--- config.mk ---
export PLATFORM = sky130hd
export DESIGN_NAME = elapsed_time_digit_display_core_flat
export DESIGN_NICKNAME = d
export VERILOG_FILES = /design/src/design/etd_pkg.sv /design/src/design/etd_in_if.sv /design/src/design/etd_out_if.sv /design/src/design/elapsed_time_digit_display_core.sv /design/src/design/etd_const_div.sv /design/src/design/etd_tracker.sv /design/src/design/etd_splitter.sv /design/src/flat_wrapper.sv
export SDC_FILE = /design/constraint.sdc
export NUM_CORES = 2
export LEC_CHECK = 0
export BUFFER_PORTS_ARGS = -buffer_cell sky130_fd_sc_hd__buf_4
export CORE_ASPECT_RATIO = 1.1
export CORE_UTILIZATION = 44
export DETAILED_ROUTE_END_ITERATION = 12
export GPL_ROUTABILITY_DRIVEN = 0
export PLACE_DENSITY = 0.74
export RECOVER_POWER = 25
export SYNTH_ARGS = -nofsm -noshare
export SYNTH_HDL_FRONTEND = slang
export SYNTH_SLANG_ARGS = --single-unit
--- constraint.sdc ---
create_clock -name clk -period 15.75 [get_ports clk]
set_input_delay 0.7875 -clock clk [delete_from_list [all_inputs] [get_ports clk]]
set_output_delay 0.7875 -clock clk [all_outputs]
set_load 0.05 [all_outputs]
--- src/design/etd_pkg.sv ---
`default_nettype none
// ----------------------------------------------------------------------------
// etd_pkg: shared constants and types for the elapsed time digit display
// Field widths, time constants and the digit bundle passed to the output.
// ----------------------------------------------------------------------------
package etd_pkg;

	localparam int unsigned DefMsPerSecond = 1000;

	localparam int unsigned ValueW      = 32;  // seconds and millisecond counts
	localparam int unsigned Q60W        = 27;  // seconds / 60 for any 32-bit count
	localparam int unsigned HourW       = 21;  // seconds / 3600 for any 32-bit count
	localparam int unsigned HourDigitW  = 14;  // clamped hours, 0 to 9999
	localparam int unsigned SixtyW      = 6;   // minutes or seconds, 0 to 59

	localparam int unsigned SecPerMin   = 60;
	localparam int unsigned MinPerHour  = 60;
	localparam int unsigned Radix       = 10;

	localparam logic [HourDigitW-1:0] HourLimit = 14'd9999;

	typedef struct packed {
		logic [3:0] sec_ones;
		logic [2:0] sec_tens;
		logic [3:0] min_ones;
		logic [2:0] min_tens;
		logic [3:0] hr_ones;
		logic [3:0] hr_tens;
		logic [3:0] hr_hundreds;
		logic [3:0] hr_thousands;
		logic       hours_clamped;
	} etd_digits_t;

endpackage
`default_nettype wire

--- src/design/etd_in_if.sv ---
`default_nettype none
// ----------------------------------------------------------------------------
// etd_in_if: refresh request channel
// Valid/ready channel carrying the reported seconds and the millisecond time.
// ----------------------------------------------------------------------------
interface etd_in_if import etd_pkg::*; ();
	logic              valid;
	logic              ready;
	logic [ValueW-1:0] reported_seconds;
	logic [ValueW-1:0] now_ms;

	modport source (output valid, output reported_seconds, output now_ms, input ready);
	modport sink   (input valid, input reported_seconds, input now_ms, output ready);
endinterface
`default_nettype wire

--- src/design/etd_out_if.sv ---
`default_nettype none
// ----------------------------------------------------------------------------
// etd_out_if: display digit channel
// Valid/ready channel carrying the eight display digits and the clamp flag.
// ----------------------------------------------------------------------------
interface etd_out_if import etd_pkg::*; ();
	logic       valid;
	logic       ready;
	logic [3:0] sec_ones;
	logic [2:0] sec_tens;
	logic [3:0] min_ones;
	logic [2:0] min_tens;
	logic [3:0] hr_ones;
	logic [3:0] hr_tens;
	logic [3:0] hr_hundreds;
	logic [3:0] hr_thousands;
	logic       hours_clamped;

	modport source (
		output valid, output sec_ones, output sec_tens, output min_ones, output min_tens,
		output hr_ones, output hr_tens, output hr_hundreds, output hr_thousands,
		output hours_clamped, input ready
	);
	modport sink (
		input valid, input sec_ones, input sec_tens, input min_ones, input min_tens,
		input hr_ones, input hr_tens, input hr_hundreds, input hr_thousands,
		input hours_clamped, output ready
	);
endinterface
`default_nettype wire

--- src/design/elapsed_time_digit_display_core.sv ---
`default_nettype none
// ----------------------------------------------------------------------------
// elapsed_time_digit_display_core: elapsed time display, HHHH.MM.SS
// Tracks a reported seconds count, extrapolates it between reports and emits
// eight decimal digits with saturated hours.
// ----------------------------------------------------------------------------
// One refresh request is taken every clock cycle while the display side does
// not stall. A request that rewrites the display yields one digit set; a
// request that leaves the display unchanged yields nothing. The rate is set
// by the report tracking loop, where the compare with the last report, the
// division of the elapsed milliseconds by MS_PER_SECOND, the saturating add
// and the compare with the shown value are all combinational. The digit split
// behind it is a three-stage pipeline and a registered output, so a stalled
// display side backs up through the stages before the refresh side stalls.
// ----------------------------------------------------------------------------
module elapsed_time_digit_display_core import etd_pkg::*; #(
	parameter int unsigned MS_PER_SECOND = DefMsPerSecond
) (
	input  logic      clk,
	input  logic      arst_n,
	etd_in_if.sink    refresh,
	etd_out_if.source display
);

	logic              val_valid;
	logic              val_ready;
	logic [ValueW-1:0] val_value;

	etd_tracker #(
		.MS_PER_SECOND (MS_PER_SECOND)
	) u_tracker (
		.clk       (clk),
		.arst_n    (arst_n),
		.refresh   (refresh),
		.val_valid (val_valid),
		.val_value (val_value),
		.val_ready (val_ready)
	);

	etd_splitter u_splitter (
		.clk       (clk),
		.arst_n    (arst_n),
		.val_valid (val_valid),
		.val_value (val_value),
		.val_ready (val_ready),
		.display   (display)
	);

endmodule
`default_nettype wire

--- src/design/etd_const_div.sv ---
`default_nettype none
// ----------------------------------------------------------------------------
// etd_const_div: unsigned division by a constant
// Quotient by multiplication with a rounded-up reciprocal, exact for every
// WIDTH-bit dividend.
// ----------------------------------------------------------------------------
module etd_const_div import etd_pkg::*; #(
	parameter int unsigned WIDTH   = ValueW,
	parameter int unsigned DIVISOR = Radix
) (
	input  logic [WIDTH-1:0] x,
	output logic [WIDTH-1:0] q
);

	localparam int unsigned Shift = WIDTH + $clog2(DIVISOR);
	localparam logic [WIDTH:0] Magic = (WIDTH + 1)'(((64'd1 << Shift) / DIVISOR) + 64'd1);

	logic [2*WIDTH:0] prod;

	assign prod = {{(WIDTH + 1){1'b0}}, x} * {{WIDTH{1'b0}}, Magic};
	assign q    = WIDTH'(prod >> Shift);

endmodule
`default_nettype wire

--- src/design/etd_tracker.sv ---
`default_nettype none
// ----------------------------------------------------------------------------
// etd_tracker: report tracking and extrapolation
// Registers each refresh, compares it with the last report, extrapolates the
// seconds since that report and decides which value goes to the display.
// ----------------------------------------------------------------------------
module etd_tracker import etd_pkg::*; #(
	parameter int unsigned MS_PER_SECOND = DefMsPerSecond
) (
	input  logic              clk,
	input  logic              arst_n,
	etd_in_if.sink            refresh,
	output logic              val_valid,
	output logic [ValueW-1:0] val_value,
	input  logic              val_ready
);

	localparam int unsigned Divisor = (MS_PER_SECOND == 0) ? 1 : MS_PER_SECOND;

	logic              valid_s1;
	logic [ValueW-1:0] rep_s1;
	logic [ValueW-1:0] now_s1;

	logic              seen_q;
	logic [ValueW-1:0] last_q;
	logic [ValueW-1:0] shown_q;
	logic [ValueW-1:0] upd_q;

	logic              changed;
	logic              extend;
	logic              emit;
	logic              adv;
	logic [ValueW-1:0] diff;
	logic [ValueW-1:0] elapsed;
	logic [ValueW:0]   sum;
	logic [ValueW-1:0] total;

	etd_const_div #(
		.WIDTH   (ValueW),
		.DIVISOR (Divisor)
	) u_ms_div (
		.x (diff),
		.q (elapsed)
	);

	always_comb begin
		changed = !seen_q || (rep_s1 != last_q);
		diff    = now_s1 - upd_q;
		sum     = {1'b0, rep_s1} + {1'b0, elapsed};
		// saturate the extrapolated count
		total   = sum[ValueW] ? {ValueW{1'b1}} : sum[ValueW-1:0];
		extend  = (rep_s1 != '0) && (total > shown_q);
		emit    = changed || extend;
	end

	// a refresh that shows nothing leaves without waiting for the display side
	assign adv           = valid_s1 && (!emit || val_ready);
	assign refresh.ready = !valid_s1 || adv;
	assign val_valid     = valid_s1 && emit;
	assign val_value     = changed ? rep_s1 : total;

	always_ff @(posedge clk or negedge arst_n) begin
		if (!arst_n) begin
			valid_s1 <= 1'b0;
		end else if (refresh.ready) begin
			valid_s1 <= refresh.valid;
		end
	end

	always_ff @(posedge clk) begin
		if (refresh.ready && refresh.valid) begin
			rep_s1 <= refresh.reported_seconds;
			now_s1 <= refresh.now_ms;
		end
	end

	always_ff @(posedge clk or negedge arst_n) begin
		if (!arst_n) begin
			seen_q  <= 1'b0;
			last_q  <= '0;
			shown_q <= '0;
			upd_q   <= '0;
		end else if (adv) begin
			if (changed) begin
				seen_q  <= 1'b1;
				last_q  <= rep_s1;
				shown_q <= rep_s1;
				upd_q   <= now_s1;
			end else if (extend) begin
				shown_q <= total;
			end
		end
	end

endmodule
`default_nettype wire

--- src/design/etd_splitter.sv ---
`default_nettype none
// ----------------------------------------------------------------------------
// etd_splitter: seconds to HHHH MM SS digits
// Three stages split a seconds count into hours, minutes and seconds, clamp
// the hours and form the decimal digits, followed by the output register.
// ----------------------------------------------------------------------------
module etd_splitter import etd_pkg::*; (
	input  logic              clk,
	input  logic              arst_n,
	input  logic              val_valid,
	input  logic [ValueW-1:0] val_value,
	output logic              val_ready,
	etd_out_if.source         display
);

	// stage 2: seconds / 60
	logic              valid_s2;
	logic [ValueW-1:0] value_s2;
	logic [ValueW-1:0] q60_full;
	logic [ValueW-1:0] rem60;

	// stage 3: minutes count / 60
	logic              valid_s3;
	logic [Q60W-1:0]   q60_s3;
	logic [SixtyW-1:0] secs_s3;
	logic [Q60W-1:0]   hours_full;
	logic [Q60W-1:0]   rem_min;

	// stage 4: clamp and decimal digits
	logic                  valid_s4;
	logic [HourW-1:0]      hours_s4;
	logic [SixtyW-1:0]     mins_s4;
	logic [SixtyW-1:0]     secs_s4;
	logic [HourDigitW-1:0] hrs;
	logic                  clamp;
	logic [HourDigitW-1:0] h_d10;
	logic [HourDigitW-1:0] h_d100;
	logic [HourDigitW-1:0] h_d1000;
	logic [SixtyW-1:0]     s_d10;
	logic [SixtyW-1:0]     m_d10;
	etd_digits_t           digits;

	logic        out_valid_q;
	etd_digits_t digits_q;

	logic adv2, adv3, adv4;
	logic rdy3, rdy4;

	// ready ripples back from the output register
	assign adv4      = valid_s4 && (!out_valid_q || display.ready);
	assign rdy4      = !valid_s4 || adv4;
	assign adv3      = valid_s3 && rdy4;
	assign rdy3      = !valid_s3 || adv3;
	assign adv2      = valid_s2 && rdy3;
	assign val_ready = !valid_s2 || adv2;

	etd_const_div #(.WIDTH(ValueW), .DIVISOR(SecPerMin)) u_div_sec (
		.x (value_s2),
		.q (q60_full)
	);

	assign rem60 = value_s2 - q60_full * ValueW'(SecPerMin);

	etd_const_div #(.WIDTH(Q60W), .DIVISOR(MinPerHour)) u_div_min (
		.x (q60_s3),
		.q (hours_full)
	);

	assign rem_min = q60_s3 - hours_full * Q60W'(MinPerHour);

	always_comb begin
		clamp = hours_s4 > {{(HourW - HourDigitW){1'b0}}, HourLimit};
		hrs   = clamp ? HourLimit : hours_s4[HourDigitW-1:0];
	end

	etd_const_div #(.WIDTH(HourDigitW), .DIVISOR(Radix)) u_div_h10 (
		.x (hrs),
		.q (h_d10)
	);
	etd_const_div #(.WIDTH(HourDigitW), .DIVISOR(Radix * Radix)) u_div_h100 (
		.x (hrs),
		.q (h_d100)
	);
	etd_const_div #(.WIDTH(HourDigitW), .DIVISOR(Radix * Radix * Radix)) u_div_h1000 (
		.x (hrs),
		.q (h_d1000)
	);
	etd_const_div #(.WIDTH(SixtyW), .DIVISOR(Radix)) u_div_s10 (
		.x (secs_s4),
		.q (s_d10)
	);
	etd_const_div #(.WIDTH(SixtyW), .DIVISOR(Radix)) u_div_m10 (
		.x (mins_s4),
		.q (m_d10)
	);

	always_comb begin
		digits.sec_ones      = 4'(secs_s4 - s_d10 * SixtyW'(Radix));
		digits.sec_tens      = 3'(s_d10);
		digits.min_ones      = 4'(mins_s4 - m_d10 * SixtyW'(Radix));
		digits.min_tens      = 3'(m_d10);
		digits.hr_ones       = 4'(hrs - h_d10 * HourDigitW'(Radix));
		digits.hr_tens       = 4'(h_d10 - h_d100 * HourDigitW'(Radix));
		digits.hr_hundreds   = 4'(h_d100 - h_d1000 * HourDigitW'(Radix));
		digits.hr_thousands  = 4'(h_d1000);
		digits.hours_clamped = clamp;
	end

	always_ff @(posedge clk or negedge arst_n) begin
		if (!arst_n) begin
			valid_s2    <= 1'b0;
			valid_s3    <= 1'b0;
			valid_s4    <= 1'b0;
			out_valid_q <= 1'b0;
		end else begin
			if (val_ready) begin
				valid_s2 <= val_valid;
			end
			if (rdy3) begin
				valid_s3 <= valid_s2;
			end
			if (rdy4) begin
				valid_s4 <= valid_s3;
			end
			if (adv4) begin
				out_valid_q <= 1'b1;
			end else if (display.ready) begin
				out_valid_q <= 1'b0;
			end
		end
	end

	always_ff @(posedge clk) begin
		if (val_ready && val_valid) begin
			value_s2 <= val_value;
		end
		if (adv2) begin
			q60_s3  <= q60_full[Q60W-1:0];
			secs_s3 <= rem60[SixtyW-1:0];
		end
		if (adv3) begin
			hours_s4 <= hours_full[HourW-1:0];
			mins_s4  <= rem_min[SixtyW-1:0];
			secs_s4  <= secs_s3;
		end
		if (adv4) begin
			digits_q <= digits;
		end
	end

	assign display.valid         = out_valid_q;
	assign display.sec_ones      = digits_q.sec_ones;
	assign display.sec_tens      = digits_q.sec_tens;
	assign display.min_ones      = digits_q.min_ones;
	assign display.min_tens      = digits_q.min_tens;
	assign display.hr_ones       = digits_q.hr_ones;
	assign display.hr_tens       = digits_q.hr_tens;
	assign display.hr_hundreds   = digits_q.hr_hundreds;
	assign display.hr_thousands  = digits_q.hr_thousands;
	assign display.hours_clamped = digits_q.hours_clamped;

endmodule
`default_nettype wire
--- src/flat_wrapper.sv ---
// flat-port wrapper written by rule: the top's interface ports become plain ports
module elapsed_time_digit_display_core_flat import etd_pkg::*;
#(
	parameter int unsigned MS_PER_SECOND = DefMsPerSecond
)
  (clk, arst_n, refresh_valid, refresh_reported_seconds, refresh_now_ms, refresh_ready, display_valid, display_sec_ones, display_sec_tens, display_min_ones, display_min_tens, display_hr_ones, display_hr_tens, display_hr_hundreds, display_hr_thousands, display_hours_clamped, display_ready);
  etd_in_if refresh_i ();
  etd_out_if display_i ();
  input  logic clk;
  input  logic arst_n;
  input wire logic [$bits(refresh_i.valid)-1:0] refresh_valid;
  input wire logic [$bits(refresh_i.reported_seconds)-1:0] refresh_reported_seconds;
  input wire logic [$bits(refresh_i.now_ms)-1:0] refresh_now_ms;
  output wire logic [$bits(refresh_i.ready)-1:0] refresh_ready;
  output wire logic [$bits(display_i.valid)-1:0] display_valid;
  output wire logic [$bits(display_i.sec_ones)-1:0] display_sec_ones;
  output wire logic [$bits(display_i.sec_tens)-1:0] display_sec_tens;
  output wire logic [$bits(display_i.min_ones)-1:0] display_min_ones;
  output wire logic [$bits(display_i.min_tens)-1:0] display_min_tens;
  output wire logic [$bits(display_i.hr_ones)-1:0] display_hr_ones;
  output wire logic [$bits(display_i.hr_tens)-1:0] display_hr_tens;
  output wire logic [$bits(display_i.hr_hundreds)-1:0] display_hr_hundreds;
  output wire logic [$bits(display_i.hr_thousands)-1:0] display_hr_thousands;
  output wire logic [$bits(display_i.hours_clamped)-1:0] display_hours_clamped;
  input wire logic [$bits(display_i.ready)-1:0] display_ready;
  assign refresh_i.valid = refresh_valid;
  assign refresh_i.reported_seconds = refresh_reported_seconds;
  assign refresh_i.now_ms = refresh_now_ms;
  assign refresh_ready = refresh_i.ready;
  assign display_valid = display_i.valid;
  assign display_sec_ones = display_i.sec_ones;
  assign display_sec_tens = display_i.sec_tens;
  assign display_min_ones = display_i.min_ones;
  assign display_min_tens = display_i.min_tens;
  assign display_hr_ones = display_i.hr_ones;
  assign display_hr_tens = display_i.hr_tens;
  assign display_hr_hundreds = display_i.hr_hundreds;
  assign display_hr_thousands = display_i.hr_thousands;
  assign display_hours_clamped = display_i.hours_clamped;
  assign display_i.ready = display_ready;
  elapsed_time_digit_display_core #(.MS_PER_SECOND(MS_PER_SECOND)) u_core (.clk(clk), .arst_n(arst_n), .refresh(refresh_i), .display(display_i));
endmodule
==> results.ini <==
[status]
status=finished with violations
violations=max-capacitance violations, max-slew violations

[drt]
via_per_inst=5.19
routed-via-count=35242
first_iter_violations=1725
wl_um=119000
ant_nets=0
drc=0
wire_per_inst_um=17.6
first_pass_iters=6

[timing]
clock_skew_ns=0.0353
fmax_mhz=65.9
worstMarginPinSlew_ns=3.74
hold_viol=0
maxSlewViolCount=105
fin_setup_tns_ns=0
hold_slack_ns=0.377
post-route-min-period_ns=15.17
setup_viol=0
relSlewSlack_pct=-149
finalCritPeriodShare_pct=96.3

[worst_setup_path]
slowest_delay_ns=0.56
critPathKind=reg -> out
critPathMaxFanout=11
crit_slowest_cell=fa_1
critPathMostFrequentCell=fa_1
cp-start-kind=register
cp-end-kind=output port
arrival_ns=14.38
worstPathRequired_ns=14.96

[place]
dp_cells=6713
dpl.hpwl_um=103000
io_buffers=100

[yosys]
syn_avg_cell_area_um2=10.4
syn_area_um2=52600
synth_cell_type_count=71
yosysWarnings=0
async_flop_share_pct=34.6
synth_top_area_cell=ha_1
synth_cells=5055
ys_ff_latch=295
synth_edf_count=193
synthFlopType=edfxtp_1
syn-num-nets=7072
synth_top_area_share_pct=29.3
netlist_top_cells_area=ha_1, fa_1, edfxtp_1
synth_seq_area_share_pct=15.9

[layout]
nets=7233
final.fill_count=10558
diodes=0
area_delta_synth_final_pct=8.36
drive_gt1_share_pct=6.60
instances_no_fill=6785

[die]
die_y_um=365
chipWidth_um=332
die_area_um2=121000
boundaryPins=101
start_util_pct=44.5
num_rows=132
coreArea_um2=118000

[cts]
cts_tree=yes
htreeDepth=2
cts_sinks=295
ctsLongestPathBuffers=3
root_buffer=clkbuf_16
cts_made_buffers=37
insertion_delay_ns=0.61
path_clk_slew_ns=0.06

[grt]
grt_max_degree=68
grt_usage_pct=20.3
grt_pass1_wl_um=196000
grt-ovfl-total=0
antenna_found_initial=3
grt_pass1_vias=38189

[job]
max_cap_viol_count=2

[worst_hold_path]
hold_path.class=in -> reg

cell usage after synthesis, drive strengths merged (4+ instances only):
library cell and n:
a211o 7, and4 9, xor2 71, a211oi 21, a31oi 18, nand3b 5
o31ai 7, xnor2 142, o211ai 9, inv 1362, a221oi 5, nor2 98
nor4 16, o2111ai 4, o21bai 30, nor2b 32, nand2 153, ha 1233
o311ai 4, a21oi 182, a2111oi 8, clkbuf 19, dfrtp 102, o22ai 4
nand4 34, and2 11, fa 716, and3 13, buf 16, a221o 4
or3 4, a41o 4, nor3 23, o21a 36, or2 17, a41oi 4
o21ai 141, nand3 58, a21o 86, mux2 87, nand2b 33, edfxtp 193
nor3b 6
final timing paths:
check                                                       start                                endpoint  slack, ns  cells past startpoint
min reg2reg                u_core.u_splitter.secs_s3[0]$_DFFE_PP_  u_core.u_splitter.secs_s4[0]$_DFFE_PP_       0.42                      0
min                                  refresh_reported_seconds[15]   u_core.u_tracker.rep_s1[15]$_DFFE_PP_       0.38                      1
max in group asynchronous                                  arst_n  u_core.u_splitter.valid_s4$_DFFE_PN0P_      10.34                      2
max reg2reg                  u_core.u_tracker.now_s1[0]$_DFFE_PP_    u_core.u_tracker.now_s1[9]$_DFFE_PP_       1.27                     59
max                          u_core.u_tracker.now_s1[0]$_DFFE_PP_                           refresh_ready       0.58                     59
min in group asynchronous                                  arst_n  u_core.u_tracker.upd_q[10]$_DFFE_PN0P_       0.88                      1
worst max-delay path, delay by kind of cell (launching register included):
kind                       cells  cell delay, ns
DFF                            1            0.37
and+or+nand+nor               14            2.51
AOI/OAI and AO/OA             19            4.29
buffers and inverters         12            1.29
adders and majority gates     13            5.13
xor gates and xnor gates       1            0.17
per-stage QoR:
stage	instance area [µm²]	utilization, %	worst slack (ns)
final	57000	48.3	0.579
after detailed placement	55500	47.0	-0.0456
after global routing	57000	48.3	-0.0450
after CTS	56800	48.1	0.102
after global placement	55500	47.0	0.372
after floorplan	52600	-	0.973
state kept, by name, summed over array words and instances (netlist names), 6 cells and up:
| signal | cells |
|---|---|
| u_core.u_splitter.hours_s4 | 21 |
| u_core.u_splitter.mins_s4 | 6 |
| u_core.u_splitter.q60_s3 | 27 |
| u_core.u_splitter.secs_s3 | 6 |
| u_core.u_splitter.secs_s4 | 6 |
| u_core.u_splitter.value_s2 | 32 |
| u_core.u_tracker.last_q | 32 |
| u_core.u_tracker.now_s1 | 32 |
| u_core.u_tracker.rep_s1 | 32 |
| u_core.u_tracker.shown_q | 32 |
| u_core.u_tracker.upd_q | 32 |
kinds of logic (layout without fill, tap and decap cells):
kind of cell	Yosys count	count (layout)	share of synthesized area, %
flops	295	295	15.9
mux	87	87	1.93
buf+inv	1397	1586	10.0
compound gates	597	597	7.12
xor+xnor	214	214	3.59
fa+ha+maj	1949	1949	56.6
simple gates	516	516	4.86
final cells by class:
cell class,count,area (µm²),share of cell area (%)
well taps,1541,1930,3.38
inverters,1362,5110,8.97
repair buffers,157,1150,2.03
clock buffers,53,1040,1.82
multi-input cells,3363,39300,68.9
clock inverters,14,145,0.255
flip-flops and latches,295,8350,14.6
repair_timing:
action                     4_1_cts  5_1_grt
setup endpoints to repair        1        1
pin swaps                        0       11
setup buffers                    0        5
resized for setup               17       36
hold buffers                     0        0
layout by cell type, fill, tap and decap left out, types with 6 or more instances in the layout:
cell,synthesis,routed
a211o_1,7,7
a211oi_1,21,19
a21o_1,86,86
a21oi_1,182,178
a31oi_1,18,17
and2_1,10,9
and3_1,13,12
and4_1,9,9
buf_4,0,88
clkbuf_1,19,26
clkbuf_16,0,38
clkbuf_4,0,52
dfrtp_1,102,102
edfxtp_1,193,193
fa_1,716,716
ha_1,1233,1231
inv_1,1361,1360
mux2_2,78,78
mux2_4,9,9
nand2_1,152,152
nand2b_1,33,32
nand3_1,58,57
nand4_1,34,34
nor2_1,98,96
nor2b_1,32,30
nor3_1,23,22
nor3b_1,6,6
nor4_1,16,14
o211ai_1,9,9
o21a_1,36,36
o21ai_0,139,136
o21bai_1,30,30
o31ai_1,7,7
or2_2,14,14
xnor2_1,142,136
xnor2_2,0,6
xor2_1,71,68
layer usage:
metal / wire, µm / up-vias / part of all wire [%] / global-route usage (%)
met5: 0 / - / 0 / 0
met4: 4230 / 0 / 3.5 / 6.82
met3: 6020 / 241 / 5.0 / 2.55
met2: 59000 / 877 / 50 / 36.2
met1: 50000 / 17414 / 42 / 25.3
li1: - / 16710 / - / -
Power is left out: the tool's default activity adds up to more than one toggle a clock period on the data nets, which glitch-free logic cannot reach.
